`config.mk`:
```
export PLATFORM = sky130hd
export DESIGN_NAME = cbor_token_encoder_unit
export DESIGN_NICKNAME = d
export VERILOG_FILES = /design/src/sv/cte_pkg.sv /design/src/sv/cbor_token_encoder_unit.sv /design/src/sv/cte_front.sv /design/src/sv/cte_queue.sv /design/src/sv/cte_back.sv
export SDC_FILE = /design/constraint.sdc
export NUM_CORES = 1
export LEC_CHECK = 0
export BUFFER_PORTS_ARGS = -buffer_cell sky130_fd_sc_hd__buf_2
export CAP_MARGIN = 40
export CELL_PAD_IN_SITES_DETAIL_PLACEMENT = 0
export CELL_PAD_IN_SITES_GLOBAL_PLACEMENT = 1
export CORE_AREA = 2 2 189 117
export CTS_BUF_LIST = sky130_fd_sc_hd__clkbuf_2 sky130_fd_sc_hd__clkbuf_4 sky130_fd_sc_hd__clkbuf_8
export CTS_CLUSTER_DIAMETER = 120
export DETAILED_ROUTE_END_ITERATION = 16
export DIE_AREA = 0 0 191 119
export PLACE_DENSITY = 0.89
export SKIP_CTS_REPAIR_TIMING = 1
export SYNTH_ARGS = -nofsm -noshare
export SYNTH_HDL_FRONTEND = slang
export SYNTH_SLANG_ARGS = --single-unit
```
`constraint.sdc`:
```
create_clock -name aclk -period 11 [get_ports aclk]
set_input_delay 2.2 -clock aclk [delete_from_list [all_inputs] [get_ports aclk]]
set_output_delay 2.2 -clock aclk [all_outputs]
set_load 0.02 [all_outputs]
```
`src/sv/cte_pkg.sv`:
```
// Shared types and constants for the CBOR token encoder.
`timescale 1ns / 1ps

package cte_pkg;

    localparam int KIND_W  = 4;
    localparam int VALUE_W = 64;
    localparam int BYTE_W  = 8;
    localparam int NB_W    = 4;
    localparam int IDX_W   = 3;

    localparam logic [KIND_W-1:0] KIND_INT       = 4'd0;
    localparam logic [KIND_W-1:0] KIND_FALSE     = 4'd1;
    localparam logic [KIND_W-1:0] KIND_TRUE      = 4'd2;
    localparam logic [KIND_W-1:0] KIND_NULL      = 4'd3;
    localparam logic [KIND_W-1:0] KIND_UNDEFINED = 4'd4;
    localparam logic [KIND_W-1:0] KIND_BYTES_HDR = 4'd5;
    localparam logic [KIND_W-1:0] KIND_TEXT_HDR  = 4'd6;
    localparam logic [KIND_W-1:0] KIND_ARRAY_HDR = 4'd7;
    localparam logic [KIND_W-1:0] KIND_MAP_HDR   = 4'd8;
    localparam logic [KIND_W-1:0] KIND_PAYLOAD   = 4'd9;

    localparam logic [2:0] MAJOR_UINT  = 3'd0;
    localparam logic [2:0] MAJOR_NINT  = 3'd1;
    localparam logic [2:0] MAJOR_BYTES = 3'd2;
    localparam logic [2:0] MAJOR_TEXT  = 3'd3;
    localparam logic [2:0] MAJOR_ARRAY = 3'd4;
    localparam logic [2:0] MAJOR_MAP   = 3'd5;

    localparam logic [4:0] AI_ARG1 = 5'h18;
    localparam logic [4:0] AI_ARG2 = 5'h19;
    localparam logic [4:0] AI_ARG4 = 5'h1a;
    localparam logic [4:0] AI_ARG8 = 5'h1b;

    localparam logic [VALUE_W-1:0] IMM_LIMIT  = 64'd24;
    localparam logic [VALUE_W-1:0] ARG1_LIMIT = 64'h100;
    localparam logic [VALUE_W-1:0] ARG2_LIMIT = 64'h10000;
    localparam logic [VALUE_W-1:0] ARG4_LIMIT = 64'h100000000;

    localparam logic [BYTE_W-1:0] SIMPLE_FALSE     = 8'hf4;
    localparam logic [BYTE_W-1:0] SIMPLE_TRUE      = 8'hf5;
    localparam logic [BYTE_W-1:0] SIMPLE_NULL      = 8'hf6;
    localparam logic [BYTE_W-1:0] SIMPLE_UNDEFINED = 8'hf7;

    typedef struct packed {
        logic [BYTE_W-1:0]  first;
        logic [VALUE_W-1:0] arg;
        logic [NB_W-1:0]    nbytes;
    } desc_t;

    typedef struct packed {
        logic valid;
        logic ready;
    } hs_t;

    typedef enum logic {
        BK_HEAD,
        BK_ARG
    } back_state_t;

endpackage

```
`src/sv/cbor_token_encoder_unit.sv`:
```
// Top level of the CBOR token encoder: front end, descriptor queue, serializer.
`timescale 1ns / 1ps

// Takes one token per item and emits its CBOR encoding one byte per item on the
// m_ channel, with m_last_byte on the final byte of each token. Single-byte
// tokens (simple values, payload bytes, small integers and counts) sustain one
// token per cycle while m_ready is high; a head with an argument occupies the
// serializer for its head byte and then its N argument bytes, N being 1, 2, 4
// or 8, since the output register takes at most one byte per cycle. A queue of
// QUEUE_DEPTH descriptors lets the input keep accepting while a long head drains.
// Kinds 10 to 15 are accepted and dropped; others go through the queue.
module cbor_token_encoder_unit #(
    parameter int QUEUE_DEPTH = 2
) (
    input  logic                        aclk,
    input  logic                        aresetn,
    input  logic                        s_valid,
    output logic                        s_ready,
    input  logic [cte_pkg::KIND_W-1:0]  s_kind,
    input  logic [cte_pkg::VALUE_W-1:0] s_int_value,
    input  logic [cte_pkg::VALUE_W-1:0] s_count,
    input  logic [cte_pkg::BYTE_W-1:0]  s_data_byte,
    output logic                        m_valid,
    input  logic                        m_ready,
    output logic [cte_pkg::BYTE_W-1:0]  m_out_byte,
    output logic                        m_last_byte
);

    cte_pkg::desc_t       front_desc, q_desc;
    cte_pkg::hs_t         push_hs, pop_hs;
    cte_pkg::back_state_t back_state;
    logic                 emits, q_pop, q_full;

    cte_front u_front (
        .kind      (s_kind),
        .int_value (s_int_value),
        .count     (s_count),
        .data_byte (s_data_byte),
        .emits     (emits),
        .desc      (front_desc)
    );

    assign push_hs.valid = s_valid && emits;
    assign push_hs.ready = 1'b1;

    cte_queue #(
        .DEPTH (QUEUE_DEPTH)
    ) u_queue (
        .aclk       (aclk),
        .aresetn    (aresetn),
        .push_hs_in (push_hs),
        .push_ready (s_ready),
        .push_desc  (front_desc),
        .pop_hs_out (pop_hs),
        .pop_ready  (q_pop),
        .pop_desc   (q_desc),
        .full       (q_full)
    );

    cte_back u_back (
        .aclk        (aclk),
        .aresetn     (aresetn),
        .q_valid     (pop_hs.valid),
        .q_pop       (q_pop),
        .q_desc      (q_desc),
        .m_valid     (m_valid),
        .m_ready     (m_ready),
        .m_out_byte  (m_out_byte),
        .m_last_byte (m_last_byte),
        .state       (back_state)
    );

`ifndef SYNTHESIS
    a_arg_pending : assert property (@(posedge aclk) disable iff (!aresetn)
        (back_state == cte_pkg::BK_ARG) |-> (m_valid && !m_last_byte))
        else $error("argument bytes pending but output shows none or a last byte");

    a_full_stalls : assert property (@(posedge aclk) disable iff (!aresetn)
        q_full |-> (!s_ready && !pop_hs.ready))
        else $error("input ready while descriptor queue full");

    a_pop_loads : assert property (@(posedge aclk) disable iff (!aresetn)
        q_pop |=> (m_valid && (m_out_byte == $past(q_desc.first))))
        else $error("popped descriptor did not load its head byte");
`endif

endmodule

```
`src/sv/cte_front.sv`:
```
// Front end: classifies a token and builds its head descriptor.
`timescale 1ns / 1ps

module cte_front (
    input  logic [cte_pkg::KIND_W-1:0]  kind,
    input  logic [cte_pkg::VALUE_W-1:0] int_value,
    input  logic [cte_pkg::VALUE_W-1:0] count,
    input  logic [cte_pkg::BYTE_W-1:0]  data_byte,
    output logic                        emits,
    output cte_pkg::desc_t              desc
);

    logic [2:0]                  major;
    logic [cte_pkg::VALUE_W-1:0] arg;
    logic                        is_head;
    logic [cte_pkg::BYTE_W-1:0]  single;

    always_comb begin
        major   = cte_pkg::MAJOR_UINT;
        arg     = count;
        is_head = 1'b0;
        single  = data_byte;
        emits   = 1'b1;
        unique case (kind)
            cte_pkg::KIND_INT: begin
                is_head = 1'b1;
                if (int_value[cte_pkg::VALUE_W-1]) begin
                    major = cte_pkg::MAJOR_NINT;
                    arg   = ~int_value;
                end else begin
                    arg   = int_value;
                end
            end
            cte_pkg::KIND_FALSE:     single = cte_pkg::SIMPLE_FALSE;
            cte_pkg::KIND_TRUE:      single = cte_pkg::SIMPLE_TRUE;
            cte_pkg::KIND_NULL:      single = cte_pkg::SIMPLE_NULL;
            cte_pkg::KIND_UNDEFINED: single = cte_pkg::SIMPLE_UNDEFINED;
            cte_pkg::KIND_BYTES_HDR: begin
                is_head = 1'b1;
                major   = cte_pkg::MAJOR_BYTES;
            end
            cte_pkg::KIND_TEXT_HDR: begin
                is_head = 1'b1;
                major   = cte_pkg::MAJOR_TEXT;
            end
            cte_pkg::KIND_ARRAY_HDR: begin
                is_head = 1'b1;
                major   = cte_pkg::MAJOR_ARRAY;
            end
            cte_pkg::KIND_MAP_HDR: begin
                is_head = 1'b1;
                major   = cte_pkg::MAJOR_MAP;
            end
            cte_pkg::KIND_PAYLOAD:   single = data_byte;
            default:                 emits  = 1'b0;
        endcase
    end

    always_comb begin
        desc.arg = arg;
        if (!is_head) begin
            desc.first  = single;
            desc.nbytes = 4'd0;
        end else if (arg < cte_pkg::IMM_LIMIT) begin
            desc.first  = {major, arg[4:0]};
            desc.nbytes = 4'd0;
        end else if (arg < cte_pkg::ARG1_LIMIT) begin
            desc.first  = {major, cte_pkg::AI_ARG1};
            desc.nbytes = 4'd1;
        end else if (arg < cte_pkg::ARG2_LIMIT) begin
            desc.first  = {major, cte_pkg::AI_ARG2};
            desc.nbytes = 4'd2;
        end else if (arg < cte_pkg::ARG4_LIMIT) begin
            desc.first  = {major, cte_pkg::AI_ARG4};
            desc.nbytes = 4'd4;
        end else begin
            desc.first  = {major, cte_pkg::AI_ARG8};
            desc.nbytes = 4'd8;
        end
    end

endmodule

```
`src/sv/cte_queue.sv`:
```
// Descriptor queue between front end and serializer.
`timescale 1ns / 1ps

module cte_queue #(
    parameter int DEPTH = 2
) (
    input  logic           aclk,
    input  logic           aresetn,
    input  cte_pkg::hs_t   push_hs_in,
    output logic           push_ready,
    input  cte_pkg::desc_t push_desc,
    output cte_pkg::hs_t   pop_hs_out,
    input  logic           pop_ready,
    output cte_pkg::desc_t pop_desc,
    output logic           full
);

    localparam int AW = (DEPTH > 1) ? $clog2(DEPTH) : 1;
    localparam int CW = $clog2(DEPTH + 1);
    localparam logic [AW-1:0] LAST_PTR = AW'(DEPTH - 1);
    localparam logic [CW-1:0] DEPTH_CNT = CW'(DEPTH);

    cte_pkg::desc_t mem [DEPTH];
    logic [AW-1:0]  wr_ptr_reg, wr_ptr_next;
    logic [AW-1:0]  rd_ptr_reg, rd_ptr_next;
    logic [CW-1:0]  cnt_reg, cnt_next;
    logic           do_push, do_pop;

    assign full       = (cnt_reg == DEPTH_CNT);
    assign push_ready = !full;
    assign do_push    = push_hs_in.valid && push_hs_in.ready && !full;
    assign do_pop     = (cnt_reg != '0) && pop_ready;
    assign pop_hs_out.valid = (cnt_reg != '0);
    assign pop_hs_out.ready = !full;
    assign pop_desc   = mem[rd_ptr_reg];

    always_comb begin
        wr_ptr_next = wr_ptr_reg;
        rd_ptr_next = rd_ptr_reg;
        cnt_next    = cnt_reg;
        if (do_push) begin
            wr_ptr_next = (wr_ptr_reg == LAST_PTR) ? '0 : wr_ptr_reg + 1'b1;
        end
        if (do_pop) begin
            rd_ptr_next = (rd_ptr_reg == LAST_PTR) ? '0 : rd_ptr_reg + 1'b1;
        end
        if (do_push && !do_pop) begin
            cnt_next = cnt_reg + 1'b1;
        end else if (do_pop && !do_push) begin
            cnt_next = cnt_reg - 1'b1;
        end
    end

    always_ff @(posedge aclk) begin
        if (do_push) begin
            mem[wr_ptr_reg] <= push_desc;
        end
    end

    always_ff @(posedge aclk) begin
        if (!aresetn) begin
            wr_ptr_reg <= '0;
            rd_ptr_reg <= '0;
            cnt_reg    <= '0;
        end else begin
            wr_ptr_reg <= wr_ptr_next;
            rd_ptr_reg <= rd_ptr_next;
            cnt_reg    <= cnt_next;
        end
    end

endmodule

```
`src/sv/cte_back.sv`:
```
// Serializer: emits head and argument bytes, one per cycle unless stalled, to the output register.
`timescale 1ns / 1ps

module cte_back (
    input  logic                       aclk,
    input  logic                       aresetn,
    input  logic                       q_valid,
    output logic                       q_pop,
    input  cte_pkg::desc_t             q_desc,
    output logic                       m_valid,
    input  logic                       m_ready,
    output logic [cte_pkg::BYTE_W-1:0] m_out_byte,
    output logic                       m_last_byte,
    output cte_pkg::back_state_t       state
);

    cte_pkg::back_state_t        state_reg, state_next;
    logic [cte_pkg::VALUE_W-1:0] arg_reg, arg_next;
    logic [cte_pkg::NB_W-1:0]    rem_reg, rem_next;
    logic                        valid_reg, valid_next;
    logic [cte_pkg::BYTE_W-1:0]  byte_reg, byte_next;
    logic                        last_reg, last_next;
    logic                        load;
    logic [cte_pkg::NB_W-1:0]    rem_dec;

    assign load    = !valid_reg || m_ready;
    assign rem_dec = rem_reg - 1'b1;

    always_comb begin
        state_next = state_reg;
        unique case (state_reg)
            cte_pkg::BK_HEAD: begin
                if (load && q_valid && (q_desc.nbytes != '0)) begin
                    state_next = cte_pkg::BK_ARG;
                end
            end
            cte_pkg::BK_ARG: begin
                if (load && (rem_reg == 4'd1)) begin
                    state_next = cte_pkg::BK_HEAD;
                end
            end
            default: state_next = cte_pkg::BK_HEAD;
        endcase
    end

    always_comb begin
        q_pop      = 1'b0;
        arg_next   = arg_reg;
        rem_next   = rem_reg;
        valid_next = valid_reg && !m_ready;
        byte_next  = byte_reg;
        last_next  = last_reg;
        unique case (state_reg)
            cte_pkg::BK_HEAD: begin
                if (load && q_valid) begin
                    q_pop      = 1'b1;
                    arg_next   = q_desc.arg;
                    rem_next   = q_desc.nbytes;
                    valid_next = 1'b1;
                    byte_next  = q_desc.first;
                    last_next  = (q_desc.nbytes == '0);
                end
            end
            cte_pkg::BK_ARG: begin
                if (load) begin
                    rem_next   = rem_dec;
                    valid_next = 1'b1;
                    byte_next  = arg_reg[rem_dec[cte_pkg::IDX_W-1:0]*cte_pkg::BYTE_W
                                         +: cte_pkg::BYTE_W];
                    last_next  = (rem_reg == 4'd1);
                end
            end
            default: valid_next = 1'b0;
        endcase
    end

    always_ff @(posedge aclk) begin
        if (!aresetn) begin
            state_reg <= cte_pkg::BK_HEAD;
            valid_reg <= 1'b0;
            rem_reg   <= '0;
        end else begin
            state_reg <= state_next;
            valid_reg <= valid_next;
            rem_reg   <= rem_next;
        end
    end

    always_ff @(posedge aclk) begin
        arg_reg  <= arg_next;
        byte_reg <= byte_next;
        last_reg <= last_next;
    end

    assign m_valid     = valid_reg;
    assign m_out_byte  = byte_reg;
    assign m_last_byte = last_reg;
    assign state       = state_reg;

endmodule

```
======== Word-level counts from Yosys, hierarchy flattened ========
Memory sizes are Yosys's and may differ from the RTL's. A register that Yosys moved wholly into a read port is not among the register bits.
Index checks and enable logic that the tools add are counted.
W data, S select, Z words.
cells by class
  multiplexer cells ....................... 42
  shift-type cells ........................ 1
  equality and inequality tests ........... 13
  bitwise operators ....................... 2
  $lt $le $gt $ge ......................... 4
  reduce and logical (&&, ||, !) cells .... 24
  add/sub/neg operators ................... 5
operator list
  operator                count
  $mux W64                2
  $lt A64 B17 Y1 const B  1
  $lt A64 B33 Y1 const B  1
  $lt A64 B5 Y1 const B   1
  $lt A64 B9 Y1 const B   1
  $not A64 Y64            1
  $shiftx A64 B7 Y8       1
  $pmux W8 S4             1
  $mux W4                 7
  $mux W8                 3
  $mux W1                 18
  $eq A4 B3 Y1 const B    4
  $pmux W8 S2             1
  $pmux W3 S5             1
  $reduce_or A10 Y1       1
  $logic_and A1 B1 Y1     9
  $eq A4 B1 Y1 const B    2
  $eq A4 B2 Y1 const B    2
  $eq A4 B4 Y1 const B    2
  $logic_not A4 Y1        2
  $mux W2                 4
  $pmux W4 S2             1
  $pmux W1 S2             3
  $logic_not A1 Y1        5
  14 further kinds        17
storage, ports and cells
  register bits after elaboration ......... 83
  memory bits (writable) .................. 152
  memories kept ........................... 1
  logic and storage cells ................. 101
  output and inout port bits .............. 11
memory list
  name         words  bits a word  rd ports  clocked after Yosys merged registers in  write ports  RTL line         text
  u_queue.mem  2      76           1         1                                        1            cte_queue.sv:23  cte_pkg::desc_t mem [DEPTH];

======== Longest topological paths before layout ========
  depth after elaboration ................. 9
  depth in mapped cells ................... 9
  mapped depth without buffers ............ 7

======== Hierarchy ========
Synthesis repeated with hierarchy kept, for this count alone.
second synthesis, totals
  cells, all modules ...................... 805
  area total of the unflattened synthesis .. 11120.7 µm²
by module, submodules not included
  module                   instances  cells each  sequential area each (µm²)  area an instance (µm²)
  cte_queue                1          262         4664.5                      5740.5
  cte_back                 1          196         2312.2                      3241.9
  cte_front                1          345         0.0                         2128.3
  cbor_token_encoder_unit  1          2           0.0                         10.0

======== Worst setup path after synthesis ========
No wires, ideal clock.
  path kind ............................... input port to flip-flop
  start point ............................. input m_ready
  end point ............................... register u_queue.cnt_reg[1]
  stages on the path ...................... 6
  arrival time ............................ 8.006 ns
  buffers on the path ..................... 0
  setup slack ............................. 2.923 ns
  data required time ...................... 10.929 ns
  cells stage by stage .................... nor2b_1 nor3_1 inv_1 ha_1 or3_1 a21oi_1
between the ends
  longest elaborated chain between the ends .. 8
  elaborated cells between the ends (all ways) .. 10
  those cells by class .................... mux: 3; reduce/logical: 7
RTL lines
  what                                                  RTL line                       text
  start: declaration                                    cbor_token_encoder_unit.sv:24  input logic m_ready,
  $logic_or A1 B1 Y1 *                                  cte_back.sv:26                 assign load = !valid_reg || m_ready;
  $logic_and A1 B1 Y1 *                                 cte_back.sv:55                 if (load && q_valid) begin
  $mux W1 *                                             cte_back.sv:55
  $mux W1 *                                             cte_back.sv:53                 unique case (state_reg)
  $logic_and A1 B1 Y1 *                                 cte_queue.sv:32                assign do_pop = (cnt_reg != '0) && pop_ready;
  $logic_not A1 Y1                                      cte_queue.sv:47                if (do_push && !do_pop) begin
  $logic_and A1 B1 Y1                                   cte_queue.sv:47
  $mux W2 / $reduce_bool A2 Y1 (equally long branches)  -
  end signal: assignment                                cte_queue.sv:68                cnt_reg <= cnt_next;
  end: declaration                                      cte_queue.sv:26                logic [CW-1:0] cnt_reg, cnt_next;
Every way passes the cells marked *; elsewhere a longest branch is shown, timed or not.
A chain may end at the register's enable or synchronous reset.

==> qor.yml <==
synth:
  synth_edf_count: 225
  ys_seq_elements: 236
  synthArstFlopShare_pct: 0
  ys.flop_type: "edfxtp_1"
  syn-num-nets: 928
  synthCells: 781
  seq_area_frac_synth_pct: 64.1
  synth_warnings: 0
  ys_types: 56
  synth_area_sq_mm: 0.0109
  syn_area_per_cell_sq_um: 13.9
sta:
  finalHoldViolations: 0
  worst_pin_slew_ns: 0.932
  rsz0062_at_grt: "false"
  skew_ns: 0.0243
  min_period_ns: 4.54
  slew_violations: 0
  max_freq_ghz: 0.220
  slew_headroom_pct: 37.8
  setup_viol: 0
  fin_setup_tns_ns: 0
  min_period_over_period_pct: 41.2
route:
  wl_per_cell_um: 20.6
  first_iter_violations: 589
  dr.pass1.iters: 5
  routed_via_density: 5.65
  vias: 7064
  route.antenna.remaining_nets: 0
  drc: 0
  wirelength_um: 25700
die:
  rows: 42
  die_area_sq_mm: 0.0227
  die_x_um: 191
  num_io_pins: 155
  coreArea_sq_mm: 0.0213
  start_util_pct: 51.1
  die_y_um: 119
critical_path:
  crit_chain: "buf_2, or4_4, buf_4, mux2i_1, or2_1, or3_1, o32a_1"
  crit_buf_inv: 2
  cp.depth: 7
  critPathSlowestCell: "or4_4"
  path_class: "in2reg"
  cp_top_family: "simple AND/OR/NAND/NOR gates"
  cp_max_fo: 83
  rr_worst_depth: 6
  critPathArrivalTime_ns: 4.80
  crit_required_ns: 11.26
  critPathCaptureType: "flip-flop"
  start_kind: "input port"
  critPathMaxStageDelay_ns: 0.78
power:
  power_density_mw_per_mm2: 231
  p_leak_nw: 4.57
  p_clk_share_pct: 25.1
  pwr-share-comb_pct: 29.9
  power_mw: 2.95
  vdd_drop_max_mv: 0.135
  switchingPower_mw: 0.904
  pwr-share-seq_pct: 45.1
  internal_power_mw: 2.04
  switching_share_pct: 30.7
clocking:
  numClockSinks: 236
  clk_pin_slew_ns: 0.06
  htreeDepth: 2
  root_buffer: "clkbuf_8"
  cts_buffer_depth: 3
  cts_buffers: 36
  cts_tree: "done"
  clock_latency_ns: 0.52
layout:
  diodes: 0
  fill_cells: 1675
  synthToLayoutAreaGrowth_pct: 17.1
  final_cell_mix: "225 x edfxtp_1, 153 x buf_2, 75 x o21ai_0"
  finalNonFillerCells: 1250
  largest_reg_flops: 152
  drive_gt1_share_pct: 33.1
  nets: 1088
  mostFrequentLayoutCell: "edfxtp_1"
hold_path:
  min-delay-path-class: "reg2reg"
  whs_path_depth: 2
outcome:
  status: "finished clean"
placed_design:
  gp_congestion: 0.829
  dp_cells: 1189
  hpwl_um: 18100
  io_buffers: 154
global_route:
  grt_pass1_vias: 6923
  grt_max_degree: 84
  antenna_found_initial: 0
  grt_pass1_wl_um: 39000
  grt_usage_pct: 22.9
  grt-ovfl-total: 0
flow_run:
  drv_cap: 0
## synth_stat cells (4+ instances only)
master,number,share of area [%]
a211oi_1,9,0.62
a21oi_1,22,1.0
and3_1,4,0.23
buf_1,5,0.17
buf_2,13,0.60
buf_6,4,0.41
clkbuf_1,23,0.79
dfxtp_1,11,2.0
edfxtp_1,225,62
inv_1,8,0.28
mux2_2,64,6.6
mux2i_1,21,1.9
mux4_2,16,3.3
nand2_1,74,2.6
nand3_1,7,0.32
nand4_1,16,0.92
nor2_1,29,1.0
nor2b_1,10,0.57
nor3_1,6,0.28
nor4_1,15,0.86
o21ai_0,75,3.4
or4_1,10,0.69
xnor2_1,65,5.2
## final cells by class
cell class              instances  area (sq um)  share of cell area, %
multi-input cells             491          3680                   28.8
flip-flops and latches        236          6980                   54.8
clock inverters                 9          93.8                  0.736
clock buffers                  52           641                   5.03
repair buffers                168           963                   7.56
inverters                       8          30.0                  0.236
well taps                     286           358                   2.81
## worst register-to-register path, delay by kind of cell, from the launching register on
kind | cells | cell delay [ns]
flip-flops | 1 | 0.82
buffers and inverters | 2 | 0.40
AO/OA/AOI/OAI | 1 | 0.13
multiplexers | 2 | 0.64
adder cells (fa/ha/maj) | 1 | 0.54
## cell families after synthesis
logic type	synth area share [%]
adders and majority gates	0.345
DFF	64.1
muxes	12.1
buffers and inverters	2.32
AOI/OAI and AO/OA	6.87
xor gates and xnor gates	5.47
and+or+nand+nor	8.83
## power groups by stage
stage	Clock [mW]	Combinational [mW]	Sequential (mW)
3_3_place_gp	0	0.822	1.34
5_1_grt	0.794	0.949	1.35
3_5_place_dp	0	0.883	1.35
6_report	0.739	0.880	1.33
2_1_floorplan	0	0.567	1.34
4_1_cts	0.756	0.886	1.33
## path summary, 6_finish.rpt
kind	slack (ns)	to	startpoint
max	6.46	u_queue.mem[0][72]$_DFFE_PP_	s_kind[3]
min	0.52	u_queue.cnt_reg[1]$_SDFFE_PN0P_	u_queue.cnt_reg[1]$_SDFFE_PN0P_
min reg2reg	0.52	u_queue.cnt_reg[1]$_SDFFE_PN0P_	u_queue.cnt_reg[1]$_SDFFE_PN0P_
max reg2reg	8.18	u_back.m_out_byte[5]$_DFFE_PP_	u_back.rem_reg[0]$_SDFFE_PN0P_
## metal layers
layer | share of wire, % | wire length (um) | GRT usage [%] | up-vias
li1 | - | - | - | 3282
met1 | 45 | 11700 | 34.0 | 3440
met2 | 44 | 11300 | 34.1 | 316
met3 | 9.5 | 2450 | 6.31 | 26
met4 | 1.1 | 289 | 4.51 | 0
met5 | 0 | 0 | 0 | -
## stage by stage
step	worst slack [ns]	util, %	hold slack, ns	instance area [sq um]
floorplan	2.92	-	0.472	10900
global placement	6.04	55.8	0.495	11900
detailed placement	5.96	56.4	0.510	12000
CTS	6.51	59.9	0.519	12700
global route	6.30	59.9	0.533	12700
finish	6.46	59.9	0.520	12700
(Power assumes the default switching activity.)
